`config.mk`:
```
export PLATFORM = sky130hd
export DESIGN_NAME = tile_cover_enumerator_core_flat
export DESIGN_NICKNAME = d
export VERILOG_FILES = /design/src/sv/tce_pkg.sv /design/src/sv/tce_if.sv /design/src/sv/tile_cover_enumerator_core.sv /design/src/sv/tce_divider.sv /design/src/sv/tce_sequencer.sv /design/src/flat_wrapper.sv
export SDC_FILE = /design/constraint.sdc
export NUM_CORES = 1
export LEC_CHECK = 0
export ABC_AREA = 1
export BUFFER_PORTS_ARGS = -buffer_cell sky130_fd_sc_hd__buf_2
export CAP_MARGIN = 0
export CORE_AREA = 3 3 216 218
export CTS_BUF_LIST = sky130_fd_sc_hd__clkbuf_16
export DETAILED_ROUTE_END_ITERATION = 10
export DIE_AREA = 0 0 219 221
export HOLD_SLACK_MARGIN = 0.1
export PLACE_DENSITY_LB_ADDON = 0.2
export SYNTH_ARGS = -nofsm -noshare
export SYNTH_HDL_FRONTEND = slang
export SYNTH_SLANG_ARGS = --single-unit
export TNS_END_PERCENT = 5
```
`constraint.sdc`:
```
create_clock -name clk -period 5.9 [get_ports clk]
set_clock_uncertainty 0.1 [all_clocks]
set_input_delay 0.295 -clock clk [delete_from_list [all_inputs] [get_ports clk]]
set_output_delay 0.295 -clock clk [all_outputs]
set_load 0.005 [all_outputs]
```
`src/sv/tce_pkg.sv`:
```
`timescale 1ns / 1ps
// ----------------------------------------------------------------------------
// tce_pkg
// Shared types and constants of the tile cover enumerator.
// ----------------------------------------------------------------------------
package tce_pkg;

	localparam int COORD_W        = 13;
	localparam int IDX_W          = 6;
	localparam int LIM_W          = 17;
	localparam int DIV_W          = COORD_W;
	localparam int DIV_CNT_W      = $clog2(DIV_W + 1);
	localparam int CFG_IDX_W      = 2;
	localparam int PROD_W         = 2 * COORD_W;
	localparam int DEF_MAX_TILES  = 64;
	localparam int DEF_COORD_BITS = 12;

	typedef enum logic [1:0] {
		ST_OK    = 2'd0,
		ST_EMPTY = 2'd1,
		ST_RANGE = 2'd2
	} status_t;

	typedef enum logic [CFG_IDX_W-1:0] {
		CFG_SPLIT_ROWS    = 2'd0,
		CFG_SPLIT_COLS    = 2'd1,
		CFG_COLUMN_EXTENT = 2'd2,
		CFG_TWO_DIMS      = 2'd3
	} cfg_reg_t;

	typedef enum logic [2:0] {
		OP_ROW_LO,
		OP_ROW_HI,
		OP_COL_LO,
		OP_COL_HI,
		OP_TPR
	} div_op_t;

	typedef enum logic [3:0] {
		SQ_IDLE,
		SQ_DIV_START,
		SQ_DIV_WAIT,
		SQ_MUL_HI,
		SQ_CHECK,
		SQ_MUL_LO,
		SQ_SETUP,
		SQ_EMIT,
		SQ_SINGLE
	} seq_state_t;

	// Effective configuration; split sizes are already forced to at least one.
	typedef struct packed {
		logic [COORD_W-1:0] split_rows;
		logic [COORD_W-1:0] split_cols;
		logic [COORD_W-1:0] column_extent;
		logic               two_dims;
	} cfg_t;

	typedef struct packed {
		logic             start;
		logic [DIV_W-1:0] dividend;
		logic [DIV_W-1:0] divisor;
	} div_req_t;

	typedef struct packed {
		logic             done;
		logic [DIV_W-1:0] quotient;
		logic [DIV_W-1:0] remainder;
	} div_rsp_t;

endpackage

```
`src/sv/tce_if.sv`:
```
`timescale 1ns / 1ps
// ----------------------------------------------------------------------------
// tce_if
// Valid/ready channels of the tile cover enumerator: input ranges, results
// and configuration writes.
// ----------------------------------------------------------------------------
interface tce_in_if;
	logic                        valid;
	logic                        ready;
	logic [tce_pkg::COORD_W-1:0] row_begin;
	logic [tce_pkg::COORD_W-1:0] row_end;
	logic [tce_pkg::COORD_W-1:0] col_begin;
	logic [tce_pkg::COORD_W-1:0] col_end;

	modport source (output valid, row_begin, row_end, col_begin, col_end, input ready);
	modport sink (input valid, row_begin, row_end, col_begin, col_end, output ready);
endinterface

interface tce_out_if;
	logic                      valid;
	logic                      ready;
	logic [tce_pkg::IDX_W-1:0] tile_index;
	tce_pkg::status_t          status;
	logic                      last;

	modport source (output valid, tile_index, status, last, input ready);
	modport sink (input valid, tile_index, status, last, output ready);
endinterface

interface tce_cfg_if;
	logic                          valid;
	logic                          ready;
	logic [tce_pkg::CFG_IDX_W-1:0] index;
	logic [tce_pkg::COORD_W-1:0]   data;

	modport source (output valid, index, data, input ready);
	modport sink (input valid, index, data, output ready);
endinterface

```
`src/sv/tile_cover_enumerator_core.sv`:
```
`timescale 1ns / 1ps
// ----------------------------------------------------------------------------
// tile_cover_enumerator_core
// Enumerates the linear indices of all tiles touched by a 1-D or 2-D range.
// ----------------------------------------------------------------------------
// Usage: write split_rows, split_cols, column_extent and two_dims through the
// cfg channel (always ready) while the block is idle. Each transaction on the
// item channel carries one range [begin,end). The result channel returns the
// covering tile indices in raster order, last marking the final one; a range
// that is empty or too large returns one result with status empty or range.
// Timing: one shared divider does all divisions; a 2-D range needs five
// divisions and a 1-D range two, followed by the multiply, check and setup
// states before the first result. Results then follow one per cycle while the
// receiver is ready. The single result of an empty or oversize range passes
// through the SINGLE state into the registered result stage.
// Item ready is high only while no range is being worked on. A stalled
// receiver holds the registered result and stops the index generator; nothing
// is dropped. Reset clears the sequencer and output valid and returns the
// registers to split sizes of one, extent zero, 1-D.
// ----------------------------------------------------------------------------
module tile_cover_enumerator_core #(
	parameter int MAX_TILES  = tce_pkg::DEF_MAX_TILES,
	parameter int COORD_BITS = tce_pkg::DEF_COORD_BITS
) (
	input logic       clk,
	input logic       arst_n,
	tce_cfg_if.sink   cfg,
	tce_in_if.sink    item,
	tce_out_if.source result
);
	import tce_pkg::*;

	logic [COORD_W-1:0] split_rows_q, split_cols_q, column_extent_q;
	logic               two_dims_q;
	cfg_t               cfg_eff;
	div_req_t           div_req;
	div_rsp_t           div_rsp;

	assign cfg.ready = 1'b1;

	always_ff @(posedge clk or negedge arst_n) begin
		if (!arst_n) begin
			split_rows_q    <= COORD_W'(1);
			split_cols_q    <= COORD_W'(1);
			column_extent_q <= '0;
			two_dims_q      <= 1'b0;
		end else if (cfg.valid) begin
			case (cfg.index)
				CFG_SPLIT_ROWS:    split_rows_q    <= cfg.data;
				CFG_SPLIT_COLS:    split_cols_q    <= cfg.data;
				CFG_COLUMN_EXTENT: column_extent_q <= cfg.data;
				CFG_TWO_DIMS:      two_dims_q      <= cfg.data[0];
				default:           ;
			endcase
		end
	end

	// A split size of zero behaves as one.
	always_comb begin
		cfg_eff.split_rows    = (split_rows_q == '0) ? COORD_W'(1) : split_rows_q;
		cfg_eff.split_cols    = (split_cols_q == '0) ? COORD_W'(1) : split_cols_q;
		cfg_eff.column_extent = column_extent_q;
		cfg_eff.two_dims      = two_dims_q;
	end

	tce_divider u_divider (
		.clk    (clk),
		.arst_n (arst_n),
		.req    (div_req),
		.rsp    (div_rsp)
	);

	tce_sequencer #(
		.MAX_TILES  (MAX_TILES),
		.COORD_BITS (COORD_BITS)
	) u_sequencer (
		.clk     (clk),
		.arst_n  (arst_n),
		.cfg     (cfg_eff),
		.item    (item),
		.result  (result),
		.div_req (div_req),
		.div_rsp (div_rsp)
	);

endmodule

```
`src/sv/tce_divider.sv`:
```
`timescale 1ns / 1ps
// ----------------------------------------------------------------------------
// tce_divider
// Restoring radix-2 divider, one quotient bit per cycle, shared by all the
// floor and ceiling divisions of the enumerator.
// ----------------------------------------------------------------------------
module tce_divider (
	input  logic              clk,
	input  logic              arst_n,
	input  tce_pkg::div_req_t req,
	output tce_pkg::div_rsp_t rsp
);
	import tce_pkg::*;

	logic                 busy_q;
	logic                 done_q;
	logic [DIV_CNT_W-1:0] cnt_q;
	logic [DIV_W-1:0]     quo_q;
	logic [DIV_W-1:0]     rem_q;
	logic [DIV_W-1:0]     div_q;
	logic [DIV_W:0]       shifted;
	logic [DIV_W:0]       diff;
	logic                 sub_ok;

	assign shifted = {rem_q, quo_q[DIV_W-1]};
	assign diff    = shifted - {1'b0, div_q};
	assign sub_ok  = shifted >= {1'b0, div_q};

	always_ff @(posedge clk or negedge arst_n) begin
		if (!arst_n) begin
			busy_q <= 1'b0;
			done_q <= 1'b0;
			cnt_q  <= '0;
		end else if (req.start) begin
			busy_q <= 1'b1;
			done_q <= 1'b0;
			cnt_q  <= DIV_CNT_W'(DIV_W);
		end else if (busy_q) begin
			cnt_q <= cnt_q - DIV_CNT_W'(1);
			if (cnt_q == DIV_CNT_W'(1)) begin
				busy_q <= 1'b0;
				done_q <= 1'b1;
			end
		end else begin
			done_q <= 1'b0;
		end
	end

	// The dividend is shifted out of the quotient register as quotient bits
	// are shifted in.
	always_ff @(posedge clk) begin
		if (req.start) begin
			quo_q <= req.dividend;
			rem_q <= '0;
			div_q <= req.divisor;
		end else if (busy_q) begin
			quo_q <= {quo_q[DIV_W-2:0], sub_ok};
			rem_q <= sub_ok ? diff[DIV_W-1:0] : shifted[DIV_W-1:0];
		end
	end

	assign rsp.done      = done_q;
	assign rsp.quotient  = quo_q;
	assign rsp.remainder = rem_q;

endmodule

```
`src/sv/tce_sequencer.sv`:
```
`timescale 1ns / 1ps
// ----------------------------------------------------------------------------
// tce_sequencer
// Range checks, division sequencing, overflow checks and raster-order tile
// index generation into a registered result stage.
// ----------------------------------------------------------------------------
module tce_sequencer #(
	parameter int MAX_TILES  = tce_pkg::DEF_MAX_TILES,
	parameter int COORD_BITS = tce_pkg::DEF_COORD_BITS
) (
	input  logic              clk,
	input  logic              arst_n,
	input  tce_pkg::cfg_t     cfg,
	tce_in_if.sink            item,
	tce_out_if.source         result,
	output tce_pkg::div_req_t div_req,
	input  tce_pkg::div_rsp_t div_rsp
);
	import tce_pkg::*;

	localparam logic [LIM_W-1:0]  Limit   = LIM_W'(1) << COORD_BITS;
	localparam logic [PROD_W:0]   MaxIdx  = (PROD_W + 1)'(MAX_TILES);

	seq_state_t         state_q, state_d;
	div_op_t            op_q;
	logic [COORD_W-1:0] rb_q, re_q, cb_q, ce_q;
	logic               dual_q;
	logic [COORD_W-1:0] r0_q, r1_q, c0_q, c1_q, tpr_q;
	logic [COORD_W-1:0] i_q, j_q;
	logic [PROD_W-1:0]  prod_q;
	logic [IDX_W-1:0]   idx_q, base_q;
	status_t            single_st_q;

	logic               out_valid_q;
	logic [IDX_W-1:0]   out_idx_q;
	status_t            out_st_q;
	logic               out_last_q;

	logic               accept, bad, empty, slot_free, row_done, last_now;
	logic               range_fail, div_last;
	logic [COORD_W-1:0] quo_adj, mul_a;
	logic [PROD_W-1:0]  mul_p;
	logic [PROD_W:0]    top_idx;

	assign accept    = item.valid && item.ready;
	assign slot_free = !out_valid_q || result.ready;

	always_comb begin
		bad = LIM_W'(item.row_begin) > Limit || LIM_W'(item.row_end) > Limit;
		if (cfg.two_dims && (LIM_W'(item.col_begin) > Limit || LIM_W'(item.col_end) > Limit
				|| LIM_W'(cfg.column_extent) > Limit)) begin
			bad = 1'b1;
		end
		empty = item.row_begin >= item.row_end
			|| (cfg.two_dims && item.col_begin >= item.col_end);
	end

	// Every division but the lower row and column bound rounds up.
	assign quo_adj = div_rsp.quotient
		+ COORD_W'(op_q != OP_ROW_LO && op_q != OP_COL_LO && div_rsp.remainder != '0);
	assign div_last = op_q == OP_TPR || (op_q == OP_ROW_HI && !dual_q);

	assign mul_a    = (state_q == SQ_MUL_HI) ? r1_q - COORD_W'(1) : r0_q;
	assign mul_p    = mul_a * tpr_q;
	assign top_idx  = {1'b0, prod_q} + (PROD_W + 1)'(c1_q - COORD_W'(1));
	assign range_fail = (dual_q && c1_q > tpr_q) || top_idx >= MaxIdx;

	assign row_done = j_q + COORD_W'(1) == c1_q;
	assign last_now = row_done && (i_q + COORD_W'(1) == r1_q);

	always_comb begin
		state_d = state_q;
		case (state_q)
			SQ_IDLE:      if (accept) state_d = (bad || empty) ? SQ_SINGLE : SQ_DIV_START;
			SQ_DIV_START: state_d = SQ_DIV_WAIT;
			SQ_DIV_WAIT:  if (div_rsp.done) state_d = div_last ? SQ_MUL_HI : SQ_DIV_START;
			SQ_MUL_HI:    state_d = SQ_CHECK;
			SQ_CHECK:     state_d = range_fail ? SQ_SINGLE : SQ_MUL_LO;
			SQ_MUL_LO:    state_d = SQ_SETUP;
			SQ_SETUP:     state_d = SQ_EMIT;
			SQ_EMIT:      if (slot_free && last_now) state_d = SQ_IDLE;
			SQ_SINGLE:    if (slot_free) state_d = SQ_IDLE;
			default:      state_d = SQ_IDLE;
		endcase
	end

	always_comb begin
		item.ready       = state_q == SQ_IDLE;
		div_req.start    = state_q == SQ_DIV_START;
		div_req.divisor  = (op_q == OP_ROW_LO || op_q == OP_ROW_HI) ? cfg.split_rows
			: cfg.split_cols;
		case (op_q)
			OP_ROW_LO: div_req.dividend = rb_q;
			OP_ROW_HI: div_req.dividend = re_q;
			OP_COL_LO: div_req.dividend = cb_q;
			OP_COL_HI: div_req.dividend = ce_q;
			OP_TPR:    div_req.dividend = cfg.column_extent;
			default:   div_req.dividend = '0;
		endcase
	end

	always_ff @(posedge clk or negedge arst_n) begin
		if (!arst_n) begin
			state_q     <= SQ_IDLE;
			op_q        <= OP_ROW_LO;
			out_valid_q <= 1'b0;
		end else begin
			state_q <= state_d;
			if (state_q == SQ_IDLE) begin
				op_q <= OP_ROW_LO;
			end else if (state_q == SQ_DIV_WAIT && div_rsp.done) begin
				op_q <= div_op_t'(op_q + 3'd1);
			end
			if ((state_q == SQ_EMIT || state_q == SQ_SINGLE) && slot_free) begin
				out_valid_q <= 1'b1;
			end else if (result.ready) begin
				out_valid_q <= 1'b0;
			end
		end
	end

	always_ff @(posedge clk) begin
		if (accept) begin
			rb_q        <= item.row_begin;
			re_q        <= item.row_end;
			cb_q        <= item.col_begin;
			ce_q        <= item.col_end;
			dual_q      <= cfg.two_dims;
			single_st_q <= bad ? ST_RANGE : ST_EMPTY;
		end
		if (state_q == SQ_DIV_WAIT && div_rsp.done) begin
			case (op_q)
				OP_ROW_LO: r0_q <= quo_adj;
				OP_ROW_HI: begin
					r1_q <= quo_adj;
					if (!dual_q) begin
						c0_q  <= '0;
						c1_q  <= COORD_W'(1);
						tpr_q <= COORD_W'(1);
					end
				end
				OP_COL_LO: c0_q  <= quo_adj;
				OP_COL_HI: c1_q  <= quo_adj;
				OP_TPR:    tpr_q <= quo_adj;
				default:   ;
			endcase
		end
		if (state_q == SQ_MUL_HI || state_q == SQ_MUL_LO) begin
			prod_q <= mul_p;
		end
		if (state_q == SQ_CHECK) begin
			single_st_q <= ST_RANGE;
		end
		if (state_q == SQ_SETUP) begin
			i_q    <= r0_q;
			j_q    <= c0_q;
			idx_q  <= prod_q[IDX_W-1:0] + c0_q[IDX_W-1:0];
			base_q <= prod_q[IDX_W-1:0] + c0_q[IDX_W-1:0];
		end
		if (state_q == SQ_EMIT && slot_free) begin
			out_idx_q  <= idx_q;
			out_st_q   <= ST_OK;
			out_last_q <= last_now;
			if (row_done) begin
				i_q    <= i_q + COORD_W'(1);
				j_q    <= c0_q;
				idx_q  <= base_q + tpr_q[IDX_W-1:0];
				base_q <= base_q + tpr_q[IDX_W-1:0];
			end else begin
				j_q   <= j_q + COORD_W'(1);
				idx_q <= idx_q + IDX_W'(1);
			end
		end
		if (state_q == SQ_SINGLE && slot_free) begin
			out_idx_q  <= '0;
			out_st_q   <= single_st_q;
			out_last_q <= 1'b1;
		end
	end

	assign result.valid      = out_valid_q;
	assign result.tile_index = out_idx_q;
	assign result.status     = out_st_q;
	assign result.last       = out_last_q;

endmodule
```
`src/flat_wrapper.sv`:
```
// flat-port wrapper written by rule: the top's interface ports become plain ports
module tile_cover_enumerator_core_flat import tce_pkg::*;
#(
	parameter int MAX_TILES  = tce_pkg::DEF_MAX_TILES,
	parameter int COORD_BITS = tce_pkg::DEF_COORD_BITS
)
  (clk, arst_n, cfg_valid, cfg_index, cfg_data, cfg_ready, item_valid, item_row_begin, item_row_end, item_col_begin, item_col_end, item_ready, result_valid, result_tile_index, result_status, result_last, result_ready);
  tce_cfg_if cfg_i ();
  tce_in_if item_i ();
  tce_out_if result_i ();
  input logic clk;
  input logic arst_n;
  input wire logic [$bits(cfg_i.valid)-1:0] cfg_valid;
  input wire logic [$bits(cfg_i.index)-1:0] cfg_index;
  input wire logic [$bits(cfg_i.data)-1:0] cfg_data;
  output wire logic [$bits(cfg_i.ready)-1:0] cfg_ready;
  input wire logic [$bits(item_i.valid)-1:0] item_valid;
  input wire logic [$bits(item_i.row_begin)-1:0] item_row_begin;
  input wire logic [$bits(item_i.row_end)-1:0] item_row_end;
  input wire logic [$bits(item_i.col_begin)-1:0] item_col_begin;
  input wire logic [$bits(item_i.col_end)-1:0] item_col_end;
  output wire logic [$bits(item_i.ready)-1:0] item_ready;
  output wire logic [$bits(result_i.valid)-1:0] result_valid;
  output wire logic [$bits(result_i.tile_index)-1:0] result_tile_index;
  output wire logic [$bits(result_i.status)-1:0] result_status;
  output wire logic [$bits(result_i.last)-1:0] result_last;
  input wire logic [$bits(result_i.ready)-1:0] result_ready;
  assign cfg_i.valid = cfg_valid;
  assign cfg_i.index = cfg_index;
  assign cfg_i.data = cfg_data;
  assign cfg_ready = cfg_i.ready;
  assign item_i.valid = item_valid;
  assign item_i.row_begin = item_row_begin;
  assign item_i.row_end = item_row_end;
  assign item_i.col_begin = item_col_begin;
  assign item_i.col_end = item_col_end;
  assign item_ready = item_i.ready;
  assign result_valid = result_i.valid;
  assign result_tile_index = result_i.tile_index;
  assign result_status = result_i.status;
  assign result_last = result_i.last;
  assign result_i.ready = result_ready;
  tile_cover_enumerator_core #(.MAX_TILES(MAX_TILES), .COORD_BITS(COORD_BITS)) u_core (.clk(clk), .arst_n(arst_n), .cfg(cfg_i), .item(item_i), .result(result_i));
endmodule
```
Word-level counts from Yosys, hierarchy flattened
Cells that the tools add are included.
- add/sub/neg operators: 12
- $mul: 1
- $lt $le $gt $ge: 10
- equality and inequality tests: 25
- mux-type cells: 49
- reductions and logical operators: 51
- operator list (cell ; number):
    13-bit two-way mux ; 15
    13-bit case mux with 2 select lines ; 3
    13-bit > comparator (second input constant) ; 5
    13-bit case mux with 5 select lines ; 1
    6-bit two-way mux ; 6
    4-bit case mux with 9 select lines ; 1
    4-bit two-way mux ; 8
    26-bit by 27-bit adder with 27-bit output ; 1
    27-bit by 7-bit greater-or-equal comparator with 1-bit output (second input constant) ; 1
    13-bit by 1-bit adder with 13-bit output (second input constant) ; 2
    13-bit == test ; 2
    13-bit greater-or-equal comparator ; 2
    13-bit zero test ; 2
    13-bit by 13-bit multiplier with 26-bit output ; 1
    4-bit by 3-bit == test with 1-bit output (second input constant) ; 4
    2-bit nonzero test ; 8
    14-bit by 13-bit greater-or-equal comparator with 1-bit output ; 1
    13-bit by 1-bit subtractor with 14-bit output (second input constant) ; 1
    13-bit by 1-bit adder with 13-bit output ; 1
    13-bit > comparator ; 1
    1-bit logical AND ; 13
    13-bit nonzero test ; 1
    13-bit by 1-bit subtractor with 13-bit output (second input constant) ; 1
    13-bit subtractor ; 1
    28 further kinds ; 66
- bits in registers: 286
- bits of input ports: 72
- output and inout bits: 12
- logic and storage cells: 180

Depth between registers and ports, before layout
Gate-level depths: netlist (run 1).
- depth in word-level cells: 9
- gate-level depth with buffers: 31
- gate-level depth less buffers: 31

By module
From an unflattened synthesis (run 1), not the netlist that was laid out.
- cell total of the unflattened synthesis: 2822
- area total of the unflattened synthesis: 22970.8 sq um
- modules (own cells, without submodules) (module ; times used ; cells an instance ; area each (sq um) ; sequential area each (sq um)):
    tce_sequencer ; 1 ; 2258 ; 18333.8 ; 5715.5
    tce_divider ; 1 ; 362 ; 2817.7 ; 1191.1
    tile_cover_enumerator_core ; 1 ; 202 ; 1819.2 ; 1003.5

Worst setup path after synthesis (run 1)
Ideal clock, no wire load.
- kind: register to register
- start: register u_core.u_sequencer.r1_q[0]
- end: register u_core.u_sequencer.prod_q[22], data pin
- setup time: 0.252 ns
- arrival time: 5.837 ns
- data required time: 5.548 ns
- slack: -0.290 ns
- cell stages (with the launch flop): 29
- buffers on the path: 0
- clock period less this slack: 6.190 ns
- cell sequence: edfxtp_1 > inv_1 > ha_1 > nand3_1 > nor3_1 > nand2_1 > xor2_1 > nand2_1 > o21ai_1 > nor2_1 > fa_1 > inv_1 > fa_1 > inv_1 > fa_1 > fa_1 > inv_1 > fa_1 > inv_1 > ha_1 > nand2_1 > o21ai_1 > nand2_1 > o21bai_1 > a21boi_1 > o21ai_0 > nand3_1 > nand3_1 > nand2_1
- word-level cells in the longest chain between the ends: 3
- RTL lines (element ; RTL line ; source):
    start, declared ; tce_sequencer.sv:28 ; logic [COORD_W-1:0] r0_q, r1_q, c0_q, c1_q, tpr_q;
    start signal, assigned ; tce_sequencer.sv:135 ; r1_q <= quo_adj;
    13-bit by 1-bit subtractor with 13-bit output ; tce_sequencer.sv:63 ; assign mul_a = (state_q == SQ_MUL_HI) ? r1_q - COORD_W'(1) : r0_q;
    13-bit two-way mux ; tce_sequencer.sv:63 ;
    13-bit by 13-bit multiplier with 26-bit output ; tce_sequencer.sv:64 ; assign mul_p = mul_a * tpr_q;
    named net u_core.u_sequencer.mul_p[22] ; tce_sequencer.sv:42 ; logic [PROD_W-1:0] mul_p;
    end signal, assigned ; tce_sequencer.sv:149 ; prod_q <= mul_p;
    end, declared ; tce_sequencer.sv:30 ; logic [PROD_W-1:0] prod_q;
The timed path passes the listed nets, and every way through them passes these cells.
A chain may end at the register's enable or synchronous reset.

Final worst setup path (run 1)
- start: register u_core.u_sequencer.state_q[3]
- end: register u_core.u_sequencer.prod_q[17], data pin
- word-level cells in the longest chain between the ends: 3
- RTL lines (element ; RTL line ; source):
    start, declared ; tce_sequencer.sv:24 ; seq_state_t state_q, state_d;
    start signal, assigned ; tce_sequencer.sv:108 ; state_q <= state_d;
    4-bit by 2-bit == test with 1-bit output ; tce_sequencer.sv:63 ;
    13-bit two-way mux ; tce_sequencer.sv:63 ;
    13-bit by 13-bit multiplier with 26-bit output ; tce_sequencer.sv:64 ;
    named net u_core.u_sequencer.mul_p[17] ; tce_sequencer.sv:42 ;
The timed path passes the listed nets, and every way through them passes these cells.

==> results of run 1 <==
[per-stage QoR]
stage               total power [mW]  instances  worst slack [ps]  area (um^2)
floorplan                      3.972       2740            -30.70        22440
global placement               4.520       3486            -398.6        24220
detailed placement             4.580       3486            -434.3        24220
CTS                            6.535       3630            -30.76        26500
global route                   6.892       3638            -319.0        26660
finish                         6.519       3638            -86.89        26660
[cells in the mapped netlist, drive strengths merged, types with 3 or more instances]
| cell | n | area (um^2) |
|---|---|---|
| a211oi | 7 | 52.55 |
| mux2 | 7 | 78.83 |
| a31oi | 7 | 43.79 |
| nand4 | 37 | 231.5 |
| nor3 | 33 | 186.4 |
| inv | 481 | 1805 |
| a21oi | 86 | 430.4 |
| buf | 11 | 85.08 |
| xnor2 | 29 | 254.0 |
| o211ai | 20 | 210.2 |
| nand2 | 674 | 2545 |
| nand3 | 106 | 530.5 |
| fa | 125 | 2502 |
| o22ai | 7 | 43.79 |
| o221ai | 5 | 56.31 |
| nand3b | 10 | 75.07 |
| a21o | 6 | 45.04 |
| a221oi | 13 | 113.9 |
| o31ai | 3 | 22.52 |
| or2 | 8 | 50.05 |
| clkbuf | 37 | 138.9 |
| nor4 | 26 | 162.7 |
| a22o | 5 | 43.79 |
| ha | 173 | 2165 |
| dfxtp | 41 | 820.8 |
| o21ai | 163 | 819.5 |
| xor2 | 57 | 499.2 |
| edfxtp | 191 | 5736 |
| nor2 | 297 | 1152 |
| and2 | 7 | 43.79 |
| dfrtp | 52 | 1301 |
[kinds of logic after synthesis]
| family | Yosys count | synth area share [%] |
|---|---|---|
| other | 1 | 0.01673 |
| AOI/OAI and AO/OA | 331 | 8.725 |
| buffers and inverters | 531 | 9.088 |
| xor gates and xnor gates | 87 | 3.467 |
| adders and majority gates | 298 | 20.82 |
| muxes | 7 | 0.3517 |
| and+or+nand+nor | 1199 | 22.24 |
| DFF | 286 | 35.29 |
[final cells by class]
class | instances | area, um^2 | share of cell area (%)
Clock buffer | 31 | 775.7 | 2.910
Clock inverter | 26 | 200.2 | 0.7509
Inverter | 483 | 1813 | 6.800
Multi-Input combinational cell | 1923 | 13040 | 48.92
Sequential cell | 286 | 7910 | 29.67
Tap cell | 600 | 750.7 | 2.816
Timing Repair Buffer | 289 | 2168 | 8.133
[final timing paths]
check,start,endpoint,slack (ps),cells after the start
max,u_core.u_sequencer.state_q[3],u_core.u_sequencer.prod_q[17],-90,26
min,arst_n,u_core.column_extent_q[0],270,3
max reg2reg,u_core.u_sequencer.state_q[3],u_core.u_sequencer.prod_q[17],-90,26
min reg2reg,u_core.u_sequencer.single_st_q[0],u_core.u_sequencer.single_st_q[0],360,1
max in group asynchronous,arst_n,u_core.split_rows_q[7],4920,3
min in group clk,item_col_end[10],u_core.u_sequencer.ce_q[10],320,2
[metal layers]
layer / GRT usage (%) / part of all wire (%)
met3: 2.774 / 4.7
met1: 31.84 / 40
met5: 0 / 0
met2: 47.21 / 51
met4: 9.408 / 4.1
[power breakdown]
group	internal, mW	switching, mW	leakage (nW)
logic	0.629	1.13	9.60
clock network	1.05	0.863	0.509
registers	2.60	0.246	2.88
[worst max-delay path, delay by kind of cell, from the launching register on]
kind / cells / cell delay, ps
compound gates: 2 / 220
xor+xnor: 1 / 130
fa+ha+maj: 6 / 2820
buf+inv: 10 / 1210
flops: 1 / 370
simple gates: 7 / 870
[what timing repair did]
| item | in CTS | in global routing |
|---|---|---|
| pin swaps | 74 | 21 |
| gates resized for setup | 105 | 24 |
| setup buffers | 17 | 8 |
| hold buffers | 71 | 0 |
| hold endpoints to repair | 147 | 0 |
| endpoints found under the setup margin | 13 | 15 |
==> flow_metrics.env, run 1 <==
export IMPL_netlist_instances=2740
export IMPL_port_buffers=82
export IMPL_rows=78
export IMPL_io_pins=84
export IMPL_max_cap_violations=0
export IMPL_fmaxAchievable_ghz=0.1670
export IMPL_largest_reg_flops=26
export IMPL_dieArea_mm2=0.04840
export IMPL_dpl_hpwl_mm=49.65
export IMPL_avgViaCountPerCell=5.283
export IMPL_root_buffer="clkbuf_16"
export IMPL_hold_viol=0
export IMPL_grt_usage_pct=26.03
export IMPL_crit_slowest_cell="fa_1"
export IMPL_leakage_nw=12.99
export IMPL_regMostFlops="u_core.u_sequencer.prod_q"
export IMPL_cp_required_ps=6160
export IMPL_critical_path_arrival_ps=6250
export IMPL_fin_hold_ws_ps=268.6
export IMPL_layout_commonest_cell="nand2_1"
export IMPL_fin_nets=3384
export IMPL_die_h_um=221
export IMPL_start_util_pct=49.71
export IMPL_clock_latency_ps=620
export IMPL_cts_tree="done"
export IMPL_cts_max_path_buffers=3
export IMPL_critical_path_class="flip-flop to flip-flop"
export IMPL_syn_area_mm2=0.02241
export IMPL_setup_violations_final=5
export IMPL_layout_common_cells="nand2_1, inv_1, nor2_1"
export IMPL_ys_seq_elements=286
export IMPL_synth_ff_type="edfxtp_1"
export IMPL_vdd_drop_max_mv=0.2961
export IMPL_fin_util_pct=59.13
export IMPL_hold_class="input pin to asynchronous set/reset pin"
export IMPL_syn2layout_area_growth_pct=18.95
export IMPL_async_flop_share_pct=18.88
export IMPL_clk_pin_slew_ps=60
export IMPL_cts_htree_levels=1
export IMPL_violations="negative setup slack"
export IMPL_maxSlewViolCount=0
export IMPL_fillers=3982
export IMPL_powerDensity_mw_per_mm2=244.5
export IMPL_totalWireLength_mm=64.00
export IMPL_endpoint_kind="flip-flop"
export IMPL_ys_seq_area_share_pct=35.29
export IMPL_drt_pass1_iter_count=5
export IMPL_wire_per_inst_um=17.59
export IMPL_synth_warnings=0
export IMPL_status="finished with violations"
export IMPL_coreArea_mm2=0.04509
export IMPL_setup_tns_final_ps=-231.2
export IMPL_synth_area_per_cell_um2=8.180
export IMPL_worst_path_max_fanout=17
export IMPL_tightest_slew_ps=1288
export IMPL_cts_buffers=31
export IMPL_num_vias=19220
export IMPL_gp_congestion=0.9270
export IMPL_syn_nets=3110
export IMPL_fin_crit_sh_pct=101.5
export IMPL_postRouteAntennaNets=0
export IMPL_antenna_found_initial=0
export IMPL_rsz0062_at_grt="true"
export IMPL_finalWorstSetupSlack_ps=-86.89
export IMPL_die_w_um=219
export IMPL_grt_pass1_wl_mm=101.1
export IMPL_drc_errors=0
export IMPL_synth_edff_count=191
export IMPL_dr_first_iter_drc_count=1176
export IMPL_clock_sinks=286
export IMPL_fin_crit_ps=5987
export IMPL_overflow=0
export IMPL_startpoint_type="flip-flop"
export IMPL_grt_pass1_vias=19660
export IMPL_layout_drive_gt1_share_pct=13.99
export IMPL_max_stage_delay_ps=530
export IMPL_yosys_cell_types_count=58
export IMPL_slew_headroom_pct=14.15
export IMPL_grt_max_degree=57
export IMPL_antennaDiodeCount=0
(Power assumes the default switching activity.)
==> inputs of run 2 (changes only) <==
Settings changed: ABC_AREA 1 to unset, CAP_MARGIN 0 to 20, CORE_AREA 3 3 216 218 to 3 3 215 217, DIE_AREA 0 0 219 221 to 0 0 218 220.
==> run 2 against run 1 <==
Net effect:
- the run still ends with negative setup slack left
- sequential share of layout area increased by 0.78 points
- count of clock-buffer cells in the layout did not move
- worst setup slack lost 570 ps
==> flow_metrics.env, run 2 <==
export IMPL_hold_class="input pin to flip-flop"
export IMPL_fin_crit_ps=6557
export IMPL_grt_pass1_wl_mm=97.08
export IMPL_maxSlewViolCount=0
export IMPL_total_power_mw=8.180
export IMPL_gp_congestion=0.9240
export IMPL_cts_max_path_buffers=3
export IMPL_reg2reg_from="u_core.u_sequencer.r1_q[2]"
export IMPL_fin_area_mm2=0.02597
export IMPL_clock_latency_ps=570
export IMPL_netlist_instances=2263
export IMPL_overflow=0
export IMPL_syn2layout_area_growth_pct=17.09
export IMPL_num_vias=17540
export IMPL_layout_common_cells="inv_1, edfxtp_1, nand2_1"
export IMPL_yosysTopAreaCellShare_pct=25.86
export IMPL_fmaxAchievable_ghz=0.1525
export IMPL_drt_pass1_iter_count=7
export IMPL_hp_start="result_ready"
export IMPL_yosysMostFrequentCell="inv_1"
export IMPL_ys_seq_elements=286
export IMPL_largest_reg_flops=26
export IMPL_postRouteAntennaNets=0
export IMPL_fin_nets=2861
export IMPL_powerDensity_mw_per_mm2=314.9
export IMPL_status="finished with violations"
export IMPL_leakage_nw=11.58
export IMPL_endpoint_kind="flip-flop"
export IMPL_layout_drive_gt1_share_pct=15.03
export IMPL_yosys_cell_types_count=86
export IMPL_post_place_cells=2974
export IMPL_synth_warnings=0
export IMPL_placed_cell_area_mm2=0.02413
export IMPL_rsz0062_at_grt="true"
export IMPL_crit_family="adder cells"
export IMPL_grt_pass1_vias=18010
export IMPL_dpl_hpwl_mm=47.20
export IMPL_start_util_pct=50.05
export IMPL_dieArea_mm2=0.04796
export IMPL_clock_sinks=286
export IMPL_critPathLaunch="u_core.u_sequencer.r1_q[2]"
export IMPL_coreArea_mm2=0.04432
export IMPL_slew_headroom_pct=28.43
export IMPL_critical_path_class="flip-flop to flip-flop"
export IMPL_antennaDiodeCount=0
export IMPL_cts_htree_levels=1
export IMPL_worst_path_max_fanout=6
export IMPL_max_stage_delay_ps=560
export IMPL_synth_ff_type="edfxtp_1"
export IMPL_hold_viol=0
export IMPL_totalWireLength_mm=61.00
export IMPL_grt_max_degree=55
export IMPL_port_buffers=82
export IMPL_async_flop_share_pct=18.88
export IMPL_rows=77
export IMPL_final_cells=3107
export IMPL_finalWorstSetupSlack_ps=-656.9
export IMPL_wire_per_inst_um=19.63
export IMPL_path_buf_inv=5
export IMPL_syn_nets=2633
export IMPL_antenna_found_initial=2
export IMPL_clk_pin_slew_ps=60
export IMPL_vdd_drop_max_mv=0.2146
export IMPL_drc_errors=0
export IMPL_io_pins=84
export IMPL_ys_seq_area_share_pct=35.66
export IMPL_cts_buffers=31
export IMPL_cp_common_cell="fa_1"
export IMPL_root_buffer="clkbuf_16"
export IMPL_regMostFlops="u_core.u_sequencer.prod_q"
export IMPL_fin_crit_sh_pct=111.1
export IMPL_avgViaCountPerCell=5.646
export IMPL_cts_tree="done"
export IMPL_max_cap_violations=0
export IMPL_startpoint_type="flip-flop"
export IMPL_synth_edff_count=191
export IMPL_synth_area_per_cell_um2=9.802
export IMPL_yosysTopAreaCell="edfxtp_1"
export IMPL_cp_required_ps=6110
export IMPL_violations="negative setup slack"
export IMPL_dr_first_iter_drc_count=1165
export IMPL_grt_usage_pct=25.52
export IMPL_critical_path_arrival_ps=6770
export IMPL_die_h_um=220
export IMPL_synth_commonest_cells="inv_1, edfxtp_1, nand2_1"
export IMPL_tightest_slew_ps=1069
export IMPL_layout_commonest_cell="inv_1"
export IMPL_crit_slowest_cell="or4_4"
export IMPL_yosys_top_cells_area="edfxtp_1, fa_1, ha_1, dfrtp_1, inv_1"
export IMPL_syn_area_mm2=0.02218
export IMPL_die_w_um=218
export IMPL_setup_violations_final=13
## run 2: changes by cell type after synthesis, moves of 22 or more
cell and change:
nor2b_1 +23, and2_1 +87, o21ai_0 -22, mux2_2 +47
clkbuf_1 +35, a21o_1 +27, nor2_1 -139, nand3_1 -45
nand2_1 -495, o21ai_1 -37, a21oi_1 +41, inv_1 -201
xnor2_1 +41
## run 2: worst paths after layout
kind                                                            to  slack (ps)  depth (start not counted)
setup reg to reg                     u_core.u_sequencer.prod_q[25]        -660                         25
setup / recovery                     u_core.u_sequencer.prod_q[25]        -660                         25
max in group asynchronous                u_core.u_divider.cnt_q[0]        4900                          3
hold reg to reg            u_core.u_sequencer.result.tile_index[3]         350                          2
min in group asynchronous                   u_core.split_rows_q[6]         300                          3
hold / removal                     u_core.u_sequencer.result.valid         230                          3
## run 2: logic make-up after synthesis
group / count (synthesis) / synth area share (%)
flip-flops: 286 / 35.66
other: 1 / 0.01691
adder cells (fa/ha/maj): 298 / 21.04
XOR/XNOR: 123 / 5.234
AND/OR/NAND/NOR: 693 / 15.74
multiplexers: 67 / 3.328
AO/OA/AOI/OAI: 439 / 12.87
buffers and inverters: 356 / 6.114
## run 2: layout make-up
type,count,area [um^2]
fillers,3695,18340
well taps,592,740.7
flip-flops and latches,286,7910
clock buffers,31,775.7
inverters,269,1010
repair buffers,282,2145
multi-input cells,1621,13190
clock inverters,26,207.7
## run 2: metal layers
metal	share of wire, %	track usage [%]
met1	41	31.82
met5	0.023	0
met4	3.7	8.937
met3	5.3	3.351
met2	50	45.58
## run 2: worst reg2reg max path, stage by stage, from the launching register on
cell	delay, ps
edfxtp_1	390
or4_4	560
or4_4	470
xor2_1	150
o21ai_1	70
buf_4	160
and2_4	160
fa_1	490
inv_2	40
fa_1	500
inv_1	50
fa_1	460
fa_1	510
inv_1	50
fa_1	490
inv_2	50
ha_4	210
a21o_1	170
a21o_1	200
nand2_1	70
nand2_1	50
a41o_1	280
a211oi_2	260
o311ai_1	120
a21oi_1	180
xnor2_1	80
## run 2: stage by stage
stage               utilization [%]  TNS (ps)  setup WS (ps)  hold WS (ps)
global placement              54.44     -6971         -706.7         341.9
CTS                           58.40     -6893         -696.6         229.8
detailed placement            54.44     -8387         -826.0         345.4
global route                  58.61     -9834         -871.0         256.1
floorplan                         -     -5092         -524.0        -100.6
finish                        58.61     -6965         -656.9         230.1
## run 2: repair_timing
item                                   CTS  global route
resized for setup                       14            14
endpoints found under the hold margin  151             0
setup buffers                            3             1
hold buffers                            70             0
pin swaps                               21            14
setup endpoints to repair               14            16
## run 2: report_power, final
| group | switching [mW] | internal (mW) | total, mW |
|---|---|---|---|
| clock network | 0.812 | 1.08 | 1.90 |
| logic | 1.85 | 1.31 | 3.16 |
| registers | 0.421 | 2.71 | 3.13 |
| total | 3.08 | 5.10 | 8.18 |
==> inputs of run 3 (changes only) <==
Settings changed: RECOVER_POWER set to 25.
==> run 3 against run 2 <==
Net effect:
- the flow finishes with violations (max-capacitance violations, max-slew violations, negative setup slack)
- cell area is 0.30% lower
- count of clock-buffer cells in the layout stayed put
- cell count stayed put
- critical path type unchanged
- largest cell class unchanged
- largest power group unchanged
==> flow_metrics.env, run 3 (synthesis results as in run 2) <==
export IMPL_status="finished with violations"
export IMPL_violations="max-capacitance violations, max-slew violations, negative setup slack"
export IMPL_power_switching_mw=3.082
export IMPL_slew_headroom_pct=-104.2
export IMPL_critical_path_arrival_ps=6770
export IMPL_endpoint_kind="flip-flop"
export IMPL_switching_share_pct=37.72
export IMPL_grt_pass1_wl_mm=97.08
export IMPL_drt_pass1_iter_count=8
export IMPL_hold_viol=0
export IMPL_cts_buffers=31
export IMPL_critPathLaunch="u_core.u_sequencer.r1_q[2]"
export IMPL_wl_met1_mm=24.89
export IMPL_setup_violations_final=13
export IMPL_placed_cell_area_mm2=0.02413
export IMPL_pwr_share_seq_pct=38.3
export IMPL_vdd_drop_max_mv=0.2140
export IMPL_startpoint_type="flip-flop"
export IMPL_powerDensity_mw_per_mm2=315.6
export IMPL_layout_drive_gt1_share_pct=12.60
export IMPL_r2r_slack_ps=-660
export IMPL_max_stage_delay_ps=560
export IMPL_num_vias=17580
export IMPL_max_cap_violations=1
export IMPL_clock_sinks=286
export IMPL_fin_util_pct=58.43
export IMPL_critical_path_class="flip-flop to flip-flop"
export IMPL_pre_cts_ws_ps=-826.0
export IMPL_hp_start="result_ready"
export IMPL_coreArea_mm2=0.04432
export IMPL_dr_max_layer_used="met5"
export IMPL_post_place_cells=2974
export IMPL_grt_max_degree=55
export IMPL_grt_usage_pct=25.52
export IMPL_die_w_um=218
export IMPL_maxSlewViolCount=55
export IMPL_layout_commonest_cell="inv_1"
export IMPL_cts_tree="done"
export IMPL_finalWorstSetupSlack_ps=-657.7
export IMPL_drc_errors=0
export IMPL_syn2layout_area_growth_pct=16.74
export IMPL_cts_htree_levels=1
export IMPL_fin_crit_ps=6558
export IMPL_dieArea_mm2=0.04796
export IMPL_fmaxAchievable_ghz=0.1525
export IMPL_grt_pass1_vias=18010
export IMPL_largest_reg_flops=26
export IMPL_worst_path_max_fanout=6
export IMPL_rsz0062_at_grt="true"
export IMPL_port_buffers=82
export IMPL_fin_hold_ws_ps=233.8
export IMPL_hold_class="input pin to flip-flop"
export IMPL_clk_pin_slew_ps=60
export IMPL_fin_crit_sh_pct=111.1
export IMPL_avgViaCountPerCell=5.657
export IMPL_cp_required_ps=6110
export IMPL_crit_slowest_cell="or4_4"
export IMPL_power_frac_clock_pct=23.2
export IMPL_die_h_um=220
export IMPL_root_buffer="clkbuf_16"
export IMPL_rows=77
export IMPL_antennaDiodeCount=0
export IMPL_layout_common_cells="inv_1, edfxtp_1, nand2_1"
export IMPL_total_power_mw=8.172
export IMPL_clock_latency_ps=570
export IMPL_overflow=0
export IMPL_io_pins=84
export IMPL_cp_common_cell="fa_1"
export IMPL_setup_tns_final_ps=-6978
export IMPL_tightest_slew_ps=3062
export IMPL_reg2reg_from="u_core.u_sequencer.r1_q[2]"
export IMPL_met2_length_mm=30.55
export IMPL_wire_per_inst_um=19.62
export IMPL_fillers=3745
export IMPL_final_cells=3107
export IMPL_leakage_nw=11.40
export IMPL_p_comb_share_pct=38.5
export IMPL_internal_power_mw=5.089
export IMPL_route_met3_wl_mm=3.220
export IMPL_gp_congestion=0.9240
export IMPL_fin_nets=2861
export IMPL_dr_first_iter_drc_count=1186
export IMPL_cts_max_path_buffers=3
export IMPL_totalWireLength_mm=60.97
export IMPL_dpl_hpwl_mm=47.20
export IMPL_regMostFlops="u_core.u_sequencer.prod_q"
export IMPL_fin_area_mm2=0.02589
export IMPL_antenna_found_initial=2
export IMPL_postRouteAntennaNets=0
export IMPL_start_util_pct=50.05
## run 3: area by class of cell
| cell class | instances | area (um^2) | area share [%] |
|---|---|---|---|
| well taps | 592 | 740.7 | 2.860 |
| clock buffers | 31 | 775.7 | 2.996 |
| inverters | 269 | 1010 | 3.899 |
| multi-input cells | 1621 | 13190 | 50.92 |
| repair buffers | 282 | 2066 | 7.977 |
| clock inverters | 26 | 207.7 | 0.8021 |
| flip-flops and latches | 286 | 7910 | 30.55 |
## run 3: worst max-delay path, delay by kind of cell, from the launching register on
kind,cells,cell delay [ps]
AO/OA/AOI/OAI,7,1280
XOR/XNOR,2,230
adder cells (fa/ha/maj),6,2660
buffers and inverters,5,350
flip-flops,1,390
AND/OR/NAND/NOR,5,1310
## run 3: worst paths after layout
kind,endpoint,cells after the start
setup / recovery,u_core.u_sequencer.prod_q[25],25
hold / removal,u_core.u_sequencer.result.valid,3
setup reg to reg,u_core.u_sequencer.prod_q[25],25
hold reg to reg,u_core.u_sequencer.result.tile_index[3],2
max in group asynchronous,u_core.u_divider.cnt_q[0],3
min in group asynchronous,u_core.split_rows_q[6],3
## run 3: power by group through the flow
stage	registers (mW)	logic (mW)	clock network [mW]
3_3_place_gp	3.15	3.01	0
6_report	3.13	3.15	1.90
5_1_grt	3.19	3.50	2.01
3_5_place_dp	3.16	3.07	0
4_1_cts	3.13	3.13	1.93
2_1_floorplan	2.97	2.29	0
## run 3: timing repair
action | CTS | global route
endpoints found under the hold margin | 151 | 0
buffers inserted | 3 | 1
pin swaps | 21 | 14
setup endpoints to repair | 14 | 16
gates resized for setup | 14 | 14
hold buffers | 70 | 0
## run 3: metal layers
metal  track usage, %  up-vias
met4            8.937        2
li1                 -     8366
met5                0        -
met2            45.58      522
met1            31.82     8559
met3            3.351      128
